==> config.mk <==
export PLATFORM = sky130hd
export DESIGN_NAME = header_ip_port_parser
export DESIGN_NICKNAME = d
export VERILOG_FILES = /design/src/rtl/core/hipp_pkg.sv /design/src/rtl/core/header_ip_port_parser.sv
export SDC_FILE = /design/constraint.sdc
export NUM_CORES = 1
export LEC_CHECK = 0
export BUFFER_PORTS_ARGS = -buffer_cell sky130_fd_sc_hd__buf_2
export CELL_PAD_IN_SITES_DETAIL_PLACEMENT = 0
export CELL_PAD_IN_SITES_GLOBAL_PLACEMENT = 1
export CORE_MARGIN = 2
export CORE_UTILIZATION = 48
export DETAILED_ROUTE_END_ITERATION = 10
export PLACE_DENSITY_LB_ADDON = 0.08
export SLEW_MARGIN = 10
export SYNTH_ARGS = -nofsm -noshare
export SYNTH_HDL_FRONTEND = slang
export SYNTH_SLANG_ARGS = --single-unit
==> constraint.sdc <==
create_clock -name clk -period 14.5 [get_ports clk]
set_clock_uncertainty 0.15 [all_clocks]
set_input_delay 2.9 -clock clk [delete_from_list [all_inputs] [get_ports clk]]
set_output_delay 2.9 -clock clk [all_outputs]
set_load 0.02 [all_outputs]
==> src/rtl/core/hipp_pkg.sv <==
// ----------------------------------------------------------------------------
// hipp_pkg
// Shared types and constants for the header / ipv4 address / port parser
// ----------------------------------------------------------------------------
package hipp_pkg;

  localparam int HEADER_MAX   = 8;
  localparam int CHAR_W       = 8;
  localparam int PATTERN_W    = HEADER_MAX * CHAR_W;
  localparam int LEN_W        = 4;
  localparam int MATCH_W      = 4;
  localparam int ACC_W        = 16;
  localparam int PORT_W       = 16;
  localparam int OCTET_W      = 8;
  localparam int NUM_OCTETS   = 4;
  localparam int CFG_INDEX_W  = 1;
  localparam int CFG_DATA_W   = PATTERN_W;
  localparam int PROD_W       = ACC_W + 4;

  // character codes
  localparam logic [CHAR_W-1:0] CHAR_END      = 8'h00;
  localparam logic [CHAR_W-1:0] CHAR_WILDCARD = 8'h3F;
  localparam logic [CHAR_W-1:0] CHAR_ZERO     = 8'h30;
  localparam logic [CHAR_W-1:0] CHAR_NINE     = 8'h39;

  // register indexes
  localparam logic [CFG_INDEX_W-1:0] REG_HEADER_PATTERN = 1'b0;
  localparam logic [CFG_INDEX_W-1:0] REG_HEADER_LENGTH  = 1'b1;

  localparam logic [LEN_W-1:0] HEADER_MAX_LEN = LEN_W'(HEADER_MAX);

  // parse phase of the current string
  typedef enum logic [2:0] {
    PH_SEARCH = 3'd0,
    PH_OCT1   = 3'd1,
    PH_OCT2   = 3'd2,
    PH_OCT3   = 3'd3,
    PH_OCT4   = 3'd4,
    PH_PORT   = 3'd5,
    PH_DONE   = 3'd6
  } phase_t;

endpackage

==> src/rtl/core/header_ip_port_parser.sv <==
// ----------------------------------------------------------------------------
// header_ip_port_parser
// Streams a text string one character per word, finds a configured header
// (with '?' wildcards), then parses a dotted ipv4 address and a decimal port
// ----------------------------------------------------------------------------
//
//  channel  | handshake            | payload
//  ---------+----------------------+------------------------------------------
//  in       | in_valid / in_ready  | in_char_byte, in_last
//  out      | out_valid / out_ready| out_ok, out_octet_a..d, out_port_number
//  cfg      | cfg_wr_en            | cfg_index, cfg_wdata (write only)
//
//  one character word is taken per cycle while in_ready is high; its result (when
//  the string ends) appears on out in the cycle after acceptance, from the output register
//  the per-character path is a pattern compare plus one multiply by ten
//  (shift-add) and a compare against 255, between state and output registers
//  in_ready drops only while a result sits in the output register and
//  out_ready is low
//  rst_n (synchronous) clears config, parse state and the output valid flag
//
module header_ip_port_parser (
  input  logic                               clk,
  input  logic                               rst_n,
  // input words
  input  logic                               in_valid,
  output logic                               in_ready,
  input  logic [hipp_pkg::CHAR_W-1:0]        in_char_byte,
  input  logic                               in_last,
  // results
  output logic                               out_valid,
  input  logic                               out_ready,
  output logic                               out_ok,
  output logic [hipp_pkg::OCTET_W-1:0]       out_octet_a,
  output logic [hipp_pkg::OCTET_W-1:0]       out_octet_b,
  output logic [hipp_pkg::OCTET_W-1:0]       out_octet_c,
  output logic [hipp_pkg::OCTET_W-1:0]       out_octet_d,
  output logic [hipp_pkg::PORT_W-1:0]        out_port_number,
  // configuration writes
  input  logic                               cfg_wr_en,
  input  logic [hipp_pkg::CFG_INDEX_W-1:0]   cfg_index,
  input  logic [hipp_pkg::CFG_DATA_W-1:0]    cfg_wdata
);

  // configuration registers
  logic [hipp_pkg::PATTERN_W-1:0] pattern_r;
  logic [hipp_pkg::LEN_W-1:0]     length_r;

  // per-string parse state
  hipp_pkg::phase_t               phase_r, phase_nxt;
  logic [hipp_pkg::MATCH_W-1:0]   match_r, match_nxt;
  logic [hipp_pkg::ACC_W-1:0]     acc_r, acc_nxt;
  logic [hipp_pkg::OCTET_W-1:0]   store_r   [hipp_pkg::NUM_OCTETS];
  logic [hipp_pkg::OCTET_W-1:0]   store_nxt [hipp_pkg::NUM_OCTETS];
  logic                           ovf_r, ovf_nxt;
  logic                           fail_r, fail_nxt;

  // output register
  logic                           out_valid_r;
  logic                           ok_r, ok_nxt;
  logic [hipp_pkg::OCTET_W-1:0]   oct_r   [hipp_pkg::NUM_OCTETS];
  logic [hipp_pkg::OCTET_W-1:0]   oct_nxt [hipp_pkg::NUM_OCTETS];
  logic [hipp_pkg::PORT_W-1:0]    port_r, port_nxt;

  // datapath helpers
  logic                           accept;
  logic                           take_char;
  logic                           end_of_string;
  logic [hipp_pkg::LEN_W-1:0]     eff_len;
  logic                           is_digit;
  logic [3:0]                     digit_val;
  logic [hipp_pkg::CHAR_W-1:0]    digit_off;
  logic                           header_done;
  hipp_pkg::phase_t               eff_phase;
  logic [hipp_pkg::ACC_W-1:0]     eff_acc;
  logic                           eff_ovf;
  logic [hipp_pkg::PROD_W-1:0]    prod;
  logic [hipp_pkg::CHAR_W-1:0]    pat_char;
  logic [hipp_pkg::CHAR_W-1:0]    pat_first;
  logic [hipp_pkg::MATCH_W-1:0]   match_step;

  // output slot is free or is being emptied this cycle
  assign in_ready      = !out_valid_r || out_ready;
  assign accept        = in_valid && in_ready;
  assign take_char     = accept && (in_char_byte != hipp_pkg::CHAR_END);
  assign end_of_string = accept && ((in_char_byte == hipp_pkg::CHAR_END) || in_last);

  // header length saturates at the pattern size
  assign eff_len = (length_r > hipp_pkg::HEADER_MAX_LEN) ? hipp_pkg::HEADER_MAX_LEN : length_r;

  assign is_digit  = (in_char_byte >= hipp_pkg::CHAR_ZERO) &&
                     (in_char_byte <= hipp_pkg::CHAR_NINE);
  assign digit_off = in_char_byte - hipp_pkg::CHAR_ZERO;
  assign digit_val = digit_off[3:0];

  // header already complete: this character goes straight into octet one
  assign header_done = (phase_r == hipp_pkg::PH_SEARCH) && (match_r >= eff_len);
  assign eff_phase   = header_done ? hipp_pkg::PH_OCT1 : phase_r;
  assign eff_acc     = header_done ? '0 : acc_r;
  assign eff_ovf     = header_done ? 1'b0 : ovf_r;

  // acc * 10 + digit as shift-add
  assign prod = {1'b0, eff_acc, 3'b000} + {3'b000, eff_acc, 1'b0} +
                {{(hipp_pkg::PROD_W-4){1'b0}}, digit_val};

  // pattern characters for the restart rule
  assign pat_char   = pattern_r[{match_r[2:0], 3'b000} +: hipp_pkg::CHAR_W];
  assign pat_first  = pattern_r[hipp_pkg::CHAR_W-1:0];
  assign match_step = match_r + 1'b1;

  // next parse state for one character
  always_comb begin
    phase_nxt = phase_r;
    match_nxt = match_r;
    acc_nxt   = acc_r;
    ovf_nxt   = ovf_r;
    fail_nxt  = fail_r;
    store_nxt = store_r;
    if (take_char && !fail_r) begin
      if (header_done) begin
        phase_nxt = hipp_pkg::PH_OCT1;
        acc_nxt   = '0;
        ovf_nxt   = 1'b0;
      end
      unique case (eff_phase)
        hipp_pkg::PH_SEARCH: begin
          if ((pat_char == hipp_pkg::CHAR_WILDCARD) || (in_char_byte == pat_char)) begin
            match_nxt = match_step;
          end else if (in_char_byte == pat_first) begin
            match_nxt = hipp_pkg::MATCH_W'(1);
          end else begin
            match_nxt = '0;
          end
          if (match_nxt >= eff_len) begin
            phase_nxt = hipp_pkg::PH_OCT1;
            acc_nxt   = '0;
            ovf_nxt   = 1'b0;
          end
        end
        hipp_pkg::PH_OCT1, hipp_pkg::PH_OCT2, hipp_pkg::PH_OCT3, hipp_pkg::PH_OCT4: begin
          if (is_digit) begin
            if (!eff_ovf) begin
              // acc stays below 256 here, so the product fits in 12 bits
              if (prod[hipp_pkg::PROD_W-1:hipp_pkg::OCTET_W] != '0) begin
                ovf_nxt = 1'b1;
              end else begin
                acc_nxt = prod[hipp_pkg::ACC_W-1:0];
              end
            end
          end else if (eff_ovf) begin
            fail_nxt = 1'b1;
          end else begin
            unique case (eff_phase)
              hipp_pkg::PH_OCT1: store_nxt[0] = eff_acc[hipp_pkg::OCTET_W-1:0];
              hipp_pkg::PH_OCT2: store_nxt[1] = eff_acc[hipp_pkg::OCTET_W-1:0];
              hipp_pkg::PH_OCT3: store_nxt[2] = eff_acc[hipp_pkg::OCTET_W-1:0];
              default:           store_nxt[3] = eff_acc[hipp_pkg::OCTET_W-1:0];
            endcase
            phase_nxt = hipp_pkg::phase_t'(eff_phase + 3'd1);
            acc_nxt   = '0;
            ovf_nxt   = 1'b0;
          end
        end
        hipp_pkg::PH_PORT: begin
          // port wraps modulo 2^16
          if (is_digit) begin
            acc_nxt = prod[hipp_pkg::ACC_W-1:0];
          end else begin
            phase_nxt = hipp_pkg::PH_DONE;
          end
        end
        default: begin
          // port finished: rest of the string is ignored
        end
      endcase
    end
  end

  // result word built from the state after this character
  always_comb begin
    ok_nxt = !fail_nxt && (((phase_nxt == hipp_pkg::PH_OCT4) && !ovf_nxt) ||
                           (phase_nxt == hipp_pkg::PH_PORT) ||
                           (phase_nxt == hipp_pkg::PH_DONE));
    oct_nxt[0] = ok_nxt ? store_nxt[0] : '0;
    oct_nxt[1] = ok_nxt ? store_nxt[1] : '0;
    oct_nxt[2] = ok_nxt ? store_nxt[2] : '0;
    // ending inside octet four closes it from the accumulator
    if (!ok_nxt) begin
      oct_nxt[3] = '0;
    end else if (phase_nxt == hipp_pkg::PH_OCT4) begin
      oct_nxt[3] = acc_nxt[hipp_pkg::OCTET_W-1:0];
    end else begin
      oct_nxt[3] = store_nxt[3];
    end
    port_nxt = (ok_nxt && (phase_nxt != hipp_pkg::PH_OCT4)) ? acc_nxt : '0;
  end

  // configuration registers
  always_ff @(posedge clk) begin
    if (!rst_n) begin
      pattern_r <= '0;
      length_r  <= '0;
    end else if (cfg_wr_en) begin
      unique case (cfg_index)
        hipp_pkg::REG_HEADER_PATTERN: pattern_r <= cfg_wdata;
        hipp_pkg::REG_HEADER_LENGTH:  length_r  <= cfg_wdata[hipp_pkg::LEN_W-1:0];
        default: ;
      endcase
    end
  end

  // parse state, cleared after every result
  always_ff @(posedge clk) begin
    if (!rst_n || end_of_string) begin
      phase_r <= hipp_pkg::PH_SEARCH;
      match_r <= '0;
      acc_r   <= '0;
      ovf_r   <= 1'b0;
      fail_r  <= 1'b0;
      for (int i = 0; i < hipp_pkg::NUM_OCTETS; i++) begin
        store_r[i] <= '0;
      end
    end else begin
      phase_r <= phase_nxt;
      match_r <= match_nxt;
      acc_r   <= acc_nxt;
      ovf_r   <= ovf_nxt;
      fail_r  <= fail_nxt;
      store_r <= store_nxt;
    end
  end

  // output register control
  always_ff @(posedge clk) begin
    if (!rst_n) begin
      out_valid_r <= 1'b0;
    end else if (end_of_string) begin
      out_valid_r <= 1'b1;
    end else if (out_ready) begin
      out_valid_r <= 1'b0;
    end
  end

  // output payload, loaded only with a new result
  always_ff @(posedge clk) begin
    if (end_of_string) begin
      ok_r   <= ok_nxt;
      oct_r  <= oct_nxt;
      port_r <= port_nxt;
    end
  end

  assign out_valid       = out_valid_r;
  assign out_ok          = ok_r;
  assign out_octet_a     = oct_r[0];
  assign out_octet_b     = oct_r[1];
  assign out_octet_c     = oct_r[2];
  assign out_octet_d     = oct_r[3];
  assign out_port_number = port_r;

endmodule

==> results.toml <==
[sta]
timing.hold.ws_ns = 0.3110
max_slew_margin = 0.2300
slew_viol_final = 0
timing.final.hold_violations = 0
setup_viol = 0
setup_slack_ns = 7.067
finalSetupTns_ns = 0
min_period_over_period = 0.5126
fin_crit_ns = 7.433
fmax_ghz = 0.1345
grt_setup_unrepaired = "false"
tightest_slew_ns = 1.151

[global_routing]
track_usage = 0.2452
grt_start_max_net_pins = 71
antenna_found_initial = 0
grt_overflow = 0
grt_first_pass_wirelength_um = 39560
grt_pass1_vias = 7539

[placed_design]
io_buffer_count = 129
place.gp.congestion = 0.9194
dpl.hpwl_um = 17790
dp_slack_ns = 6.914
post-place-cells = 1384
placed_cell_area_sq_um = 10180

[cts]
cts_resized = 0
cts.clk_slew.worst_paths_ns = 0.07
clock_sinks = 175
cts_hold_buf = 0
post_cts_buffers = 0
insertion_delay_ns = 0.44
clock-root-buffer = "clkbuf_16"
cts_made_buffers = 17
h-tree-depth = 4
clock_path_buffers = 2
cts_tree = "yes"

[worst_hold_path]
hp-start = "pattern_r[46]"
hold_class = "reg -> reg"

[route]
dr.pass1.iters = 7
ant_nets = 0
wl_per_cell_um = 17.31
vias = 7842
vias_per_cell = 5.538
drt_iter0_markers = 594
drcViolationCount = 0
wl_um = 24510

[yosys]
yosysMostFrequentCell = "nand2_1"
synth_simple_gate_area_frac = 0.2018
synth-xor-area-share = 0.02339
synth_common_cells = "187 x nand2_1, 126 x dfxtp_1, 117 x nor2_1, 74 x a21boi_0, 58 x a21oi_1"
ys_seq_area_frac = 0.4266
synth-compound-area-share = 0.1856
synth-main-ff-cell = "dfxtp_1"
ys_ff_latch = 175
ys_warn_count = 0
synth_edf_count = 49
synth_area_sq_um = 9363
ys_types = 76
ys_top_cells_by_area = "dfxtp_1 27%, edfxtp_1 16%, nand2_1 7.5%"
syn_area_per_cell_sq_um = 8.960
synth_fa_ha_area_frac = 0.05907
synthMuxAreaShare = 0.06815
yosysTopAreaCellShare = 0.2694
synth_area_leader_cell = "dfxtp_1"
synth_top_family_by_area = "simple AND/OR/NAND/NOR gates"
syn-num-nets = 1167
async_flop_share = 0
syn_inst = 1045

[worst_setup_path]
cp_data_arrival_time_ns = 7.43
cp-start-kind = "register"
r2r-start = "match_r[0]"
path_max_fanout = 22
crit_slowest_cell = "a2111oi_2"
crit_path_end_kind = "register"
crit_start = "match_r[0]"
critical_path.cell_chain = "buf_4 > inv_1 > ha_1 > nand2b_1 > a2111oi_2 > or3_1 > nand2_1 > inv_1 > ha_1 > ha_1 > inv_1 > fa_1 > nor2b_1 > o21bai_1 > and4b_1 > a2111oi_1 > nand4b_1 > or4_1 > o41a_1 > a222oi_1 > o22ai_1"
reg2reg_setup_slack_ns = 7.07
required_ns = 14.50
path_class = "reg -> reg"
worst_path_largest_cell_delay_ns = 0.68

[final_layout]
fillers = 1865
final_area_sq_um = 10820
fin_cells = 1416
area.growth.synth_to_final_pct = 15.58
nNetsFinal = 1260
drive_above_1_share = 0.1885
diodes = 0

[power]
vdd_drop_max_v = 0.00008026
powerDensity_nw_per_um2 = 102.4
p_leak_nw = 4.133

[floorplan]
core_area_sq_um = 19270
rows = 51
start_util = 0.4858
die_w_um = 143.7
die_h_um = 143.7
ios = 130
dieArea_sq_um = 20640

[flow_run]
max_cap_viol_count = 0

[run_status]
run_status = "finished clean"
final timing paths:
check | to | cells after the start
worst max-delay path | out_octet_d[7] | 21
worst min-delay path | pattern_r[46] | 2
worst max register to register | out_octet_d[7] | 21
worst min register to register | pattern_r[46] | 2
sequential cells by signal, indices dropped and copies added (netlist names), 8 cells and up:
register         count
out_octet_c          8
out_octet_b          8
pattern_r           64
out_port_number     16
out_octet_d          8
out_octet_a          8
acc_r               16
store_r             32
report_power, final:
group | leakage [nW] | switching (W) | internal, W | total (W)
logic | 2.34 | 0.0000599 | 0.0000336 | 0.0000935
clock network | 0.305 | 0.000225 | 0.000267 | 0.000492
registers | 1.49 | 0.00000825 | 0.000515 | 0.000523
metrics by stage:
stage	total power (W)	util
after detailed placement	0.0006281	0.5284
after CTS	0.001117	0.5616
after global placement	0.0006277	0.5284
after floorplan	0.0005927	-
after global routing	0.001144	0.5616
final	0.001109	0.5616
per-layer routing:
layer / wire length [um] / up-vias / GRT usage
li1: - / 3909 / -
met1: 11200 / 3681 / 0.3250
met2: 11800 / 225 / 0.4160
met3: 1142 / 27 / 0.04199
met4: 370 / 0 / 0.06347
met5: 0 / - / 0
critical path: cells and delay by family (launching register included):
kind	cells	cell delay (ns)
AO/OA/AOI/OAI	6	2.45
buffers and inverters	4	0.78
flip-flops	1	0.32
AND/OR/NAND/NOR	7	2.35
adder cells (fa/ha/maj)	4	1.09
cell usage in the layout (no fill, tap or decap), types with 9 or more instances in the layout:
cell / instances
mux2i_1: 21
mux4_2: 16
ha_1: 41
nor4_1: 11
a21oi_1: 58
o21ai_0: 29
edfxtp_1: 49
a22oi_1: 11
nand2_1: 187
dfxtp_1: 126
clkbuf_16: 17
buf_4: 9
and2_1: 22
nor2_1: 117
inv_1: 20
buf_2: 129
a31oi_1: 10
xor2_1: 21
nand4_1: 9
nand3_1: 13
a21boi_0: 74
cell families after synthesis:
logic type               count (synthesis)
AND/OR/NAND/NOR                        420
AO/OA/AOI/OAI                          253
flip-flops                             175
buffers and inverters                   86
multiplexers                            43
adder cells (fa/ha/maj)                 43
XOR/XNOR                                25
layout make-up:
type | instances | area (sq um) | share of cell area
Tap cell | 265 | 331.6 | 0.03064
Timing Repair Buffer | 138 | 713.2 | 0.06590
Multi-Input combinational cell | 784 | 5061 | 0.4677
Clock inverter | 15 | 214.0 | 0.01977
Clock buffer | 17 | 425.4 | 0.03931
Inverter | 22 | 82.58 | 0.007631
Sequential cell | 175 | 3994 | 0.3691
(Power assumes the default switching activity.)
